`src/rtl/macd_pkg.sv`:
```
// Shared types, constants and the datapath command/status structs for the MACD histogram block.
package macd_pkg;

   localparam int MaxPeriod    = 256;
   localparam int PriceBits    = 32;
   localparam int FracBits     = 16;
   localparam int AlphaBits    = 24;
   localparam int PeriodBits   = 9;
   localparam int IndexBits    = 10;
   localparam int AvgBits      = 48;
   localparam int HistBits     = 50;
   localparam int AlphaW       = 25;
   localparam int AccBits      = 72;
   localparam int QuotBits     = 50;

   localparam logic [1:0] CSR_FAST   = 2'd0;
   localparam logic [1:0] CSR_SLOW   = 2'd1;
   localparam logic [1:0] CSR_SIGNAL = 2'd2;

   // unit select for the shared update stage
   localparam logic [1:0] UNIT_FAST   = 2'd0;
   localparam logic [1:0] UNIT_SLOW   = 2'd1;
   localparam logic [1:0] UNIT_SIGNAL = 2'd2;

   typedef struct packed {
      logic [PriceBits-1:0] close_price;
      logic                 new_series;
   } req_type;

   typedef struct packed {
      logic signed [HistBits-1:0] histogram;
      logic                       valid_res;
   } rsp_type;

   typedef struct packed {
      logic       clear;       // restart series
      logic       load_x;      // capture price
      logic       start_unit;  // begin one average update
      logic [1:0] unit;        // which average
      logic       div_step;    // one divider/multiplier step
      logic       finish_unit; // write back the average
      logic       make_hist;   // form the result word
      logic       bump_index;  // advance sample index
   } dp_cmd_type;

   typedef struct packed {
      logic seed_phase;  // unit is still summing its seed
      logic seed_last;   // this sample completes the seed
      logic in_signal;   // MACD line is defined
      logic hist_valid;  // histogram is valid
      logic step_done;   // multi-cycle op finished
   } dp_sts_type;

   function automatic logic [PeriodBits-1:0] clamp_period(input logic [PeriodBits-1:0] p);
      logic [PeriodBits-1:0] r;
      r = p;
      if (p == '0) r = PeriodBits'(1);
      else if (p > PeriodBits'(MaxPeriod)) r = PeriodBits'(MaxPeriod);
      return r;
   endfunction

endpackage

```
`src/rtl/macd_histogram_stream.sv`:
```
// Top level of the streaming MACD histogram block.
// Usage:
//  - req channel: one word per closing price (Q.8) plus new_series, which
//    restarts all averages so that price becomes sample zero.
//  - rsp channel: one word per price, histogram (signed Q.16) and valid_res,
//    which rises once slow+signal-1 samples have been seen.
//  - csr port: write fast/slow/signal periods at index 0/1/2. Each write
//    recomputes the effective periods and restarts the series. Write only
//    while no word is in flight.
// Operation: each price runs the fast, slow and (once the MACD line exists) the
//    signal average through one shared divide/multiply unit. An average only
//    adds to its seed sum while it seeds, runs a 26-step alpha division plus 13
//    4-bit multiply steps for an alpha update, and finishes its seed with the
//    50-step divide. A last step then forms the result word; one price is
//    handled at a time.
// Reset: periods return to 12/26/9, averages and sample count clear.
// Stall: a finished result is held in the output register until taken;
//    the next price is accepted only after it leaves.
module macd_histogram_stream (
   input  logic               clock,
   input  logic               reset,
   input  logic               req_valid,
   output logic               req_ready,
   input  macd_pkg::req_type  req_data,
   output logic               rsp_valid,
   input  logic               rsp_ready,
   output macd_pkg::rsp_type  rsp_data,
   input  logic               csr_we,
   input  logic [1:0]         csr_index,
   input  logic [8:0]         csr_wdata
);
   import macd_pkg::*;

   logic [8:0] fast_ff, fast_in, slow_ff, slow_in, sig_ff, sig_in;
   logic [8:0] eff_fast, eff_slow, eff_signal;
   logic       cfg_hit;
   dp_cmd_type cmd;
   dp_sts_type sts;

   // hold the raw periods; a write to a listed register restarts the series
   always_comb begin
      fast_in = fast_ff; slow_in = slow_ff; sig_in = sig_ff; cfg_hit = 1'b0;
      if (csr_we) begin
         case (csr_index)
            CSR_FAST:   begin fast_in = csr_wdata; cfg_hit = 1'b1; end
            CSR_SLOW:   begin slow_in = csr_wdata; cfg_hit = 1'b1; end
            CSR_SIGNAL: begin sig_in  = csr_wdata; cfg_hit = 1'b1; end
            default:    cfg_hit = 1'b0;
         endcase
      end
   end

   always_ff @(posedge clock) begin
      if (reset) begin
         fast_ff <= 9'd12; slow_ff <= 9'd26; sig_ff <= 9'd9;
      end else begin
         fast_ff <= fast_in; slow_ff <= slow_in; sig_ff <= sig_in;
      end
   end

   // clamp periods; fast may not exceed slow
   assign eff_slow   = clamp_period(slow_ff);
   assign eff_fast   = (clamp_period(fast_ff) > eff_slow) ? eff_slow : clamp_period(fast_ff);
   assign eff_signal = clamp_period(sig_ff);

   macd_ctrl u_ctrl (
      .clock, .reset, .req_valid, .req_ready,
      .req_new_series(req_data.new_series),
      .rsp_valid, .rsp_ready, .cfg_clear(cfg_hit), .sts, .cmd
   );

   macd_datapath u_dp (
      .clock, .reset, .req_word(req_data), .eff_fast, .eff_slow, .eff_signal,
      .cmd, .sts, .rsp_word(rsp_data)
   );
endmodule

```
`src/rtl/macd_datapath.sv`:
```
// Datapath: averages, shared seed divider and alpha multiplier, result register.
module macd_datapath (
   input  logic                     clock,
   input  logic                     reset,
   input  macd_pkg::req_type        req_word,
   input  logic [8:0]               eff_fast,
   input  logic [8:0]               eff_slow,
   input  logic [8:0]               eff_signal,
   input  macd_pkg::dp_cmd_type     cmd,
   output macd_pkg::dp_sts_type     sts,
   output macd_pkg::rsp_type        rsp_word
);
   import macd_pkg::*;

   // fast and slow hold nonnegative values only; a full seed sum needs all 48 bits
   logic [AvgBits-1:0]         fast_ff, fast_in, slow_ff, slow_in;
   logic signed [HistBits-1:0] sig_ff, sig_in;
   logic signed [AvgBits-1:0]  x_ff, x_in;
   logic [IndexBits-1:0]       idx_ff, idx_in;
   logic [5:0]                 cnt_ff, cnt_in;
   logic                       seeding_ff, seeding_in;
   logic                       divide_ff, divide_in;
   logic                       neg_ff, neg_in;
   logic [QuotBits-1:0]        rem_ff, rem_in, quo_ff, quo_in;
   logic signed [AccBits-1:0]  acc_ff, acc_in;
   logic signed [HistBits+1:0] d_ff, d_in;
   logic [AlphaW-1:0]          a_ff, a_in;
   rsp_type                    rsp_ff, rsp_in;

   logic [IndexBits-1:0] k_unit, n_unit, lim;
   logic [8:0]           n_sel;
   logic signed [HistBits-1:0] avg_sel, xin_sel, macd;
   logic signed [HistBits+1:0] sum;
   logic [QuotBits:0]    trial;

   assign macd = HistBits'(fast_ff) - HistBits'(slow_ff);

   always_comb begin
      case (cmd.unit)
         UNIT_FAST:   begin n_sel = eff_fast;   avg_sel = HistBits'(fast_ff); end
         UNIT_SLOW:   begin n_sel = eff_slow;   avg_sel = HistBits'(slow_ff); end
         default:     begin n_sel = eff_signal; avg_sel = sig_ff; end
      endcase
      xin_sel = (cmd.unit == UNIT_SIGNAL) ? macd : HistBits'(x_ff);
      k_unit  = (cmd.unit == UNIT_SIGNAL) ? idx_ff - IndexBits'(eff_slow - 9'd1) : idx_ff;
      n_unit  = IndexBits'(n_sel);
      lim     = IndexBits'(eff_slow) + IndexBits'(eff_signal) - IndexBits'(1);
      sum     = (HistBits+2)'(avg_sel) + (HistBits+2)'(xin_sel);
   end

   // alpha = floor(2^25/(n+1)) computed by restoring division on the same divider
   logic [QuotBits-1:0] div_num;
   logic [QuotBits-1:0] div_den;
   assign div_den = divide_ff ? QuotBits'(n_sel) : QuotBits'(n_sel) + QuotBits'(1);
   assign trial   = {rem_ff, quo_ff[QuotBits-1]} - {1'b0, div_den};

   always_comb begin
      fast_in = fast_ff; slow_in = slow_ff; sig_in = sig_ff; x_in = x_ff;
      idx_in = idx_ff; cnt_in = cnt_ff; seeding_in = seeding_ff;
      divide_in = divide_ff; neg_in = neg_ff; rem_in = rem_ff; quo_in = quo_ff;
      acc_in = acc_ff; d_in = d_ff; a_in = a_ff; rsp_in = rsp_ff;
      div_num = '0;
      sts.seed_phase = (k_unit < n_unit);
      sts.seed_last  = (k_unit == n_unit - IndexBits'(1));
      sts.in_signal  = (idx_ff >= IndexBits'(eff_slow) - IndexBits'(1));
      sts.hist_valid = (idx_ff >= lim - IndexBits'(1)) && sts.in_signal;
      sts.step_done  = (cnt_ff == '0);

      if (cmd.load_x) x_in = AvgBits'(req_word.close_price) <<< (FracBits - 8);
      if (cmd.clear) begin
         idx_in = '0; fast_in = '0; slow_in = '0; sig_in = '0;
      end
      if (cmd.start_unit) begin
         rem_in  = '0;
         acc_in  = '0;
         if (sts.seed_phase) begin
            seeding_in = 1'b1;
            d_in       = sum;
            if (sts.seed_last) begin
               // divide |sum| by n: 50 steps
               divide_in = 1'b1;
               neg_in    = sum[HistBits+1];
               div_num   = QuotBits'(sum[HistBits+1] ? -sum : sum);
               quo_in    = div_num;
               cnt_in    = 6'(QuotBits);
            end else begin
               divide_in = 1'b0;
               cnt_in    = '0;
            end
         end else begin
            // compute alpha by division of 2^25 by n+1 (26 steps), then multiply
            seeding_in = 1'b0;
            divide_in  = 1'b0;
            d_in       = (HistBits+2)'(xin_sel) - (HistBits+2)'(avg_sel);
            quo_in     = QuotBits'(1) << (QuotBits - 1);
            cnt_in     = 6'd26 + 6'd13;
         end
      end else if (cmd.div_step && cnt_ff != '0) begin
         cnt_in = cnt_ff - 6'd1;
         if (seeding_ff || cnt_ff > 6'd13) begin
            if (!trial[QuotBits]) begin
               rem_in = trial[QuotBits-1:0];
               quo_in = {quo_ff[QuotBits-2:0], 1'b1};
            end else begin
               rem_in = {rem_ff[QuotBits-2:0], quo_ff[QuotBits-1]};
               quo_in = {quo_ff[QuotBits-2:0], 1'b0};
            end
            if (!seeding_ff && cnt_ff == 6'd14)
               a_in = trial[QuotBits] ? AlphaW'({quo_ff[23:0], 1'b0})
                                      : AlphaW'({quo_ff[23:0], 1'b1});
         end else begin
            // 13 shift-add steps of 4 alpha bits each: (d * alpha) >> 24, floor
            acc_in = acc_ff + AccBits'((d_ff * $signed({1'b0, a_ff[3:0]})) <<< (4*(13 - int'(cnt_ff))));
            a_in   = a_ff >> 4;
         end
      end
      if (cmd.finish_unit) begin
         logic signed [HistBits+1:0] nv;
         nv = '0;
         if (seeding_ff)
            nv = divide_ff ? (neg_ff ? -(HistBits+2)'(quo_ff) : (HistBits+2)'(quo_ff)) : d_ff;
         else
            nv = (HistBits+2)'(avg_sel) + (HistBits+2)'(acc_ff >>> AlphaBits);
         case (cmd.unit)
            UNIT_FAST: fast_in = AvgBits'(nv);
            UNIT_SLOW: slow_in = AvgBits'(nv);
            default:   sig_in  = HistBits'(nv);
         endcase
      end
      if (cmd.make_hist) begin
         rsp_in.valid_res = sts.hist_valid;
         rsp_in.histogram = sts.hist_valid ? macd - sig_ff : '0;
      end
      if (cmd.bump_index && idx_ff < lim) idx_in = idx_ff + IndexBits'(1);
   end

   always_ff @(posedge clock) begin
      if (reset) begin
         idx_ff <= '0; fast_ff <= '0; slow_ff <= '0; sig_ff <= '0;
         cnt_ff <= '0; seeding_ff <= 1'b0; divide_ff <= 1'b0;
      end else begin
         idx_ff <= idx_in; fast_ff <= fast_in; slow_ff <= slow_in; sig_ff <= sig_in;
         cnt_ff <= cnt_in; seeding_ff <= seeding_in;
         divide_ff <= divide_in;
      end
      x_ff <= x_in; neg_ff <= neg_in; rem_ff <= rem_in; quo_ff <= quo_in;
      acc_ff <= acc_in; d_ff <= d_in; a_ff <= a_in; rsp_ff <= rsp_in;
   end

   assign rsp_word = rsp_ff;
endmodule

```
`src/rtl/macd_ctrl.sv`:
```
// Sequencer for the MACD datapath and the request/response handshake.
module macd_ctrl (
   input  logic                 clock,
   input  logic                 reset,
   input  logic                 req_valid,
   output logic                 req_ready,
   input  logic                 req_new_series,
   output logic                 rsp_valid,
   input  logic                 rsp_ready,
   input  logic                 cfg_clear,
   input  macd_pkg::dp_sts_type sts,
   output macd_pkg::dp_cmd_type cmd
);
   import macd_pkg::*;

   localparam logic [2:0] ST_IDLE  = 3'd0;
   localparam logic [2:0] ST_START = 3'd1;
   localparam logic [2:0] ST_RUN   = 3'd2;
   localparam logic [2:0] ST_DONE  = 3'd3;
   localparam logic [2:0] ST_HIST  = 3'd4;
   localparam logic [2:0] ST_OUT   = 3'd5;

   logic [2:0] state_ff, state_in;
   logic [1:0] unit_ff, unit_in;

   assign req_ready = (state_ff == ST_IDLE);
   assign rsp_valid = (state_ff == ST_OUT);

   always_comb begin
      state_in = state_ff;
      unit_in  = unit_ff;
      cmd      = '0;
      cmd.unit = unit_ff;
      cmd.clear = cfg_clear;
      case (state_ff)
         ST_IDLE: begin
            if (req_valid) begin
               cmd.load_x = 1'b1;
               cmd.clear  = cfg_clear | req_new_series;
               unit_in    = UNIT_FAST;
               state_in   = ST_START;
            end
         end
         ST_START: begin
            cmd.start_unit = 1'b1;
            state_in = ST_RUN;
         end
         ST_RUN: begin
            cmd.div_step = 1'b1;
            if (sts.step_done) state_in = ST_DONE;
         end
         ST_DONE: begin
            cmd.finish_unit = 1'b1;
            if (unit_ff == UNIT_FAST) begin
               unit_in = UNIT_SLOW; state_in = ST_START;
            end else if (unit_ff == UNIT_SLOW && sts.in_signal) begin
               unit_in = UNIT_SIGNAL; state_in = ST_START;
            end else begin
               state_in = ST_HIST;
            end
         end
         ST_HIST: begin
            cmd.make_hist  = 1'b1;
            cmd.bump_index = 1'b1;
            state_in = ST_OUT;
         end
         ST_OUT: begin
            if (rsp_ready) state_in = ST_IDLE;
         end
         default: state_in = ST_IDLE;
      endcase
   end

   always_ff @(posedge clock) begin
      if (reset) begin
         state_ff <= ST_IDLE;
         unit_ff  <= UNIT_FAST;
      end else begin
         state_ff <= state_in;
         unit_ff  <= unit_in;
      end
   end
endmodule

```
`config.mk`:
```
export PLATFORM = sky130hd
export DESIGN_NAME = macd_histogram_stream
export DESIGN_NICKNAME = d
export VERILOG_FILES = /design/src/rtl/macd_pkg.sv /design/src/rtl/macd_histogram_stream.sv /design/src/rtl/macd_datapath.sv /design/src/rtl/macd_ctrl.sv
export SDC_FILE = /design/constraint.sdc
export NUM_CORES = 2
export LEC_CHECK = 0
export BUFFER_PORTS_ARGS = -buffer_cell sky130_fd_sc_hd__buf_2
export CAP_MARGIN = 10
export CORE_AREA = 2 2 379 381
export DETAILED_ROUTE_END_ITERATION = 6
export DIE_AREA = 0 0 381 383
export PLACE_DENSITY = 0.54
export SYNTH_ARGS = -nofsm -noshare
export SYNTH_HDL_FRONTEND = slang
export SYNTH_SLANG_ARGS = --single-unit
```
`constraint.sdc`:
```
create_clock -name clock -period 8.65 [get_ports clock]
set_input_delay 0.865 -clock clock [delete_from_list [all_inputs] [get_ports clock]]
set_output_delay 0.865 -clock clock [all_outputs]
set_load 0.005 [all_outputs]
```
* Word level (Yosys, flattened, before mapping)
Cells that the tools add are included.
** Operators by class
- Add/subtract/negate cells :: 19
- Multipliers :: 1
- Magnitude comparators :: 9
- Equality and inequality tests :: 17
- Shift-type cells :: 1
- Multiplexer cells :: 63
- Bitwise gates (word level) :: 3
- Reductions and logical operators :: 31
** Operator list (count)
- 50-bit 2-to-1 mux :: 15
- 48-bit 2-to-1 mux :: 6
- 50-bit negation :: 2
- 50-bit case mux with 2 select lines :: 1
- 72-bit adder :: 1
- 72-bit by 32-bit <<< shifter with 72-bit output :: 1
- 9-bit 2-to-1 mux :: 7
- 52-bit by 5-bit multiplier with 57-bit output :: 1
- 52-bit 2-to-1 mux :: 1
- 50-bit by 50-bit adder with 51-bit output :: 1
- 50-bit by 50-bit subtractor with 51-bit output :: 1
- 51-bit by 50-bit subtractor with 51-bit output :: 1
- 50-bit by 48-bit adder with 50-bit output :: 1
- 50-bit subtractor :: 1
- 48-bit by 48-bit subtractor with 49-bit output :: 1
- 10-bit 2-to-1 mux :: 3
- 9-bit > comparator, second input constant :: 3
- 9-bit zero test :: 3
- 25-bit 2-to-1 mux :: 1
- 6-bit 2-to-1 mux :: 4
- 21-bit 2-to-1 mux :: 1
- 10-bit greater-or-equal comparator :: 2
- 10-bit by 1-bit subtractor with 10-bit output, second input constant :: 2
- 9-bit by 1-bit subtractor with 10-bit output, second input constant :: 2
- other kinds (41) :: 82
** Word-level totals
- Bits in registers :: 529
- Bits of input ports :: 49
- Word-level logic and storage cells :: 166

* Depth between registers and ports, before layout
- Word-level depth :: 13
- Depth in mapped cells :: 37
- Mapped depth without buffers :: 34

* Cells and area by module
From an unflattened synthesis, not the netlist that was laid out.
** Second synthesis, totals
- Cell total of the unflattened synthesis :: 7501
- Area total of the unflattened synthesis :: 56736.9 sq um
** Modules (own cells, without submodules)
- macd_datapath :: times used 1, cells an instance 7282, area an instance 54860.1 sq um, sequential area each 12031.5 sq um
- macd_histogram_stream :: times used 1, cells an instance 182, area an instance 1519.0 sq um, sequential area each 540.5 sq um
- macd_ctrl :: times used 1, cells an instance 37, area an instance 357.8 sq um, sequential area each 100.1 sq um

* Worst setup path after synthesis
No wires, ideal clock.
- Path type :: reg-to-reg
- From :: reg u_dp.a_ff[2]
- To :: reg u_dp.acc_ff[69]
- Setup time :: 0.074 ns
- Arrival time :: 7.703 ns
- Data required time :: 8.576 ns
- Setup slack :: 0.873 ns
- Cell stages (with the launch flop) :: 34
- Buffers on the path :: 3
- Path through :: edfxtp_1 > clkbuf_1 > and2_1 > ha_1 > fa_1 > inv_1 > fa_1 > inv_1 > ha_1 > clkbuf_1 > a21oi_1 > or3b_2 > o22ai_1 > nand2_1 > o41ai_1 > o41ai_1 > a221oi_1 > xnor2_1 > a211o_1 > o21ai_0 > o22ai_1 > nor2_1 > a211oi_1 > ha_1 > clkbuf_1 > nand3_1 > nor3_1 > nand2_1 > o311a_1 > o41ai_1 > a21o_1 > nand2_1 > or4_1 > a31oi_1
** Between the ends
- Longest elaborated chain between the ends :: 3
** RTL lines
- from (decl) :: line macd_datapath.sv:27 : logic [AlphaW-1:0] a_ff, a_in;
- from (signal assigned) :: line macd_datapath.sv:147 : acc_ff <= acc_in; d_ff <= d_in; a_ff <= a_in; rsp_ff <= rsp_in;
- 52-bit by 5-bit multiplier with 57-bit output :: line macd_datapath.sv:113 : acc_in = acc_ff + AccBits'((d_ff * $signed({1'b0, a_ff[3:0]})) <<< (4*(13 - int'(cnt_ff))));
- 72-bit by 32-bit <<< shifter with 72-bit output :: line macd_datapath.sv:113
- 72-bit adder :: line macd_datapath.sv:113
- to (signal assigned) :: line macd_datapath.sv:147
- to (decl) :: line macd_datapath.sv:25 : logic signed [AccBits-1:0] acc_ff, acc_in;
Every way passes these cells.
A chain may end at the register's enable or synchronous reset.

* Worst setup path in the final report
- From :: reg u_dp.a_ff[2]
- To :: reg u_dp.acc_ff[65]
Same word-level chain as after synthesis.

==> flow_summary.yaml <==
run_status:
  status: "finished, final reports clean"
die:
  ios: 102
  die_w_microns: 381
  row_count: 139
  die_y_microns: 383
  coreArea_sq_mm: 0.142
  die_area_sq_mm: 0.146
  start_util_pct: 39.7
placed_design:
  hpwl_microns: 174000
  gp_congestion: 0.993
  dp_cells: 9423
  port_buffers: 101
critical_path:
  reg2reg_slack_ps: 310
  path_class: "reg2reg"
  cp.arrival_ps: 8920
  setup.worst_path.start: "u_dp.a_ff[2]"
  end_kind: "register"
  cp-endpoint: "u_dp.acc_ff[65]"
  critPathSlowestCell: "fa_1"
  worst-path-max-fanout: 25
  cp.required_ps: 9240
  startpoint_type: "register"
  timing.rr.end: "u_dp.acc_ff[65]"
  r2r-start: "u_dp.a_ff[2]"
  cp_slowest_stage_delay_ps: 540
  crit_top_cell: "a21o_1"
  r2r_cells: 35
synth:
  synth-seq-cells: 528
  synth-edff-count: 210
  netlist_instances: 7423
  async_flop_share_pct: 0
  synth_flop_cell: "dfxtp_1"
  yosysTopAreaCell: "ha_1"
  netlist.area_leader.share_pct: 11.4
  yosysUniqueCellTypes: 107
  syn_avg_cell_area_sq_um: 7.61
  ys_warn_count: 0
  syn_area_sq_mm: 0.0565
  synthTopCellsByArea: "ha_1 11%, dfxtp_1 11%, edfxtp_1 11%"
  ys_seq_area_share_pct: 22.4
clocking:
  cts_buffers: 71
  cts_buffer_depth: 3
  root_buffer: "clkbuf_16"
  cts_tree: "built"
  cts_max_level: 3
  cts_hold_buf: 0
  insertion_delay_ps: 690
  clock-sinks: 528
  clk_pin_slew_ps: 60
detailed_routing:
  drc: 0
  num_vias: 55604
  drt-wirelength-per-cell_microns: 22.9
  postRouteAntennaNets: 0
  route.final.wire_length_microns: 219000
  first_iter_violations: 5060
  drtPass1Iterations: 6
  viasPerCell: 5.81
min_path:
  min-delay-start: "req_data[32]"
  min_path_type: "in2reg"
global_route:
  track_usage_pct: 28.9
  grt_pass1_vias: 52536
  antenna_found_initial: 9
  grt_pass1_wl_microns: 327000
  grt_overflow_total: 0
  grt_max_degree: 85
cells_and_area:
  drive_above_1_share_pct: 10.6
  final_net_count: 8281
  diodes: 0
  ff_latch_area_sq_mm: 0.0127
  fillers: 14715
  finish.utilization_pct: 44.9
  stdcell_count: 9564
  multi_input_area_sq_mm: 0.0408
  area_growth_pct: 13.1
pwr:
  ir_worst_vdd_mv: 0.572
  power.density_mw_per_mm2: 299
  leakage_uw: 0.0274
  power_uw: 19100
sta:
  slew_viol_final: 0
  maxSlewHeadroom_pct: 18.1
  final.setup.tns_ps: 0
  min_period_over_period_pct: 96.4
  tightest_slew_ps: 1220
  min_period_ps: 8340
  max_freq_ghz: 0.120
  skew_ps: 33.6
  hold_violations: 0
  setup_viol: 0
run:
  cap_violations: 0
-- how the worst min path moves through the flow --
stage | to | slack [ps] | cells past startpoint
2_1_floorplan | u_dp.acc_ff[6] | 440 | 2
3_3_place_gp | u_dp.acc_ff[11] | 440 | 2
3_5_place_dp | u_dp.acc_ff[6] | 450 | 2
4_1_cts | u_dp.x_ff[35] | 310 | 1
5_1_grt | u_dp.x_ff[35] | 350 | 1
6_report | u_dp.x_ff[39] | 350 | 1
-- Yosys cell counts (26+ instances only) --
cell type / number
a21oi_1: 635
nor2_1: 676
and2_1: 203
a21o_1: 199
mux2_2: 36
buf_1: 33
nand2b_1: 52
a22oi_1: 57
mux2i_1: 143
nor2b_1: 82
inv_1: 543
nor4_1: 32
o21ai_0: 505
a31oi_1: 88
and3_1: 63
nand2_1: 785
dfxtp_1: 318
xor2_1: 202
edfxtp_1: 210
nand3_1: 217
nand4_1: 89
o21a_1: 55
o211ai_1: 70
xnor2_1: 306
o41ai_1: 26
clkbuf_1: 336
ha_1: 515
or2_2: 27
o21bai_1: 90
a211oi_1: 73
nor3_1: 136
or3_1: 61
fa_1: 113
o31ai_1: 57
-- report_power, final --
part | total (uW) | internal (uW) | leakage, uW | switching, uW
clock | 3080 | 1790 | 0.00116 | 1290
sequential | 3260 | 2880 | 0.00457 | 378
combinational | 12800 | 5130 | 0.0217 | 7640
-- critical path: cells and delay by family (launching register included) --
family,cells,cell delay (ps)
compound gates,16,3520
fa+ha+maj,5,1980
simple gates,6,1110
buf+inv,7,1000
flops,1,430
xor+xnor,1,200
-- cell families after synthesis --
group | Yosys count | share of synthesized area (%)
compound gates | 2122 | 23.7
xor+xnor | 508 | 7.87
fa+ha+maj | 628 | 15.4
buf+inv | 935 | 6.28
flops | 528 | 22.4
mux | 180 | 3.29
other cells | 1 | 0.00664
simple gates | 2521 | 21.1
-- state kept, by name, summed over array words and instances (netlist names), 2 cells and up --
name,cells
u_dp.rem_ff,50
u_dp.a_ff,25
u_dp.rsp_word,51
u_dp.idx_ff,10
u_dp.slow_ff,48
u_ctrl.unit_ff,2
u_dp.fast_ff,48
slow_ff,9
u_dp.x_ff,32
u_dp.acc_ff,72
u_dp.sig_ff,50
u_ctrl.state_ff,3
u_dp.d_ff,51
sig_ff,9
u_dp.cnt_ff,6
u_dp.quo_ff,50
fast_ff,9
-- through the flow --
| stage | setup WS [ps] | hold slack, ps | instance area, sq um |
|---|---|---|---|
| after floorplan | 873 | 436 | 56500 |
| final | 312 | 352 | 63900 |
| after detailed placement | -85.7 | 452 | 61000 |
| after global placement | -21.4 | 444 | 61000 |
| after global routing | -117 | 346 | 63900 |
| after CTS | 9.32 | 308 | 63400 |
-- layout make-up --
cell class	instances	share of cell area, %
timing repair buffer	494	5.57
clock buffer	94	3.13
tap	1903	3.73
clock inverter	36	0.607
multi-input combinational	5961	63.9
sequential	528	19.9
inverter	548	3.22
-- what timing repair did --
item,4_1_cts,5_1_grt
cloned,0,2
endpoints found under the setup margin,3,26
endpoints found under the hold margin,0,0
gates resized for setup,2,80
buffers inserted,0,9
pin swaps,0,22
-- cells in the final DEF (no fill, tap or decap), types with 89 or more instances in the layout --
cell type,synthesis,final
xor2_1,202,197
buf_2,14,100
a21oi_1,635,622
inv_1,543,543
nand4_1,89,89
nor2_1,676,668
buf_4,2,386
dfxtp_1,318,312
edfxtp_1,210,210
a21o_1,199,199
o21ai_0,505,492
mux2i_1,143,140
xnor2_1,306,300
and2_1,203,202
nand2_1,785,782
fa_1,113,113
ha_1,515,514
nand3_1,217,217
nor3_1,136,132
-- routing by layer --
layer	track usage, %	up-vias	part of all wire, %
li1	-	26655	-
met1	39.7	26693	45
met2	47.1	1912	45
met3	3.37	342	6.3
met4	9.41	2	3.4
met5	0	-	0.0041
Note: power is estimated with default switching activity, not from simulation.
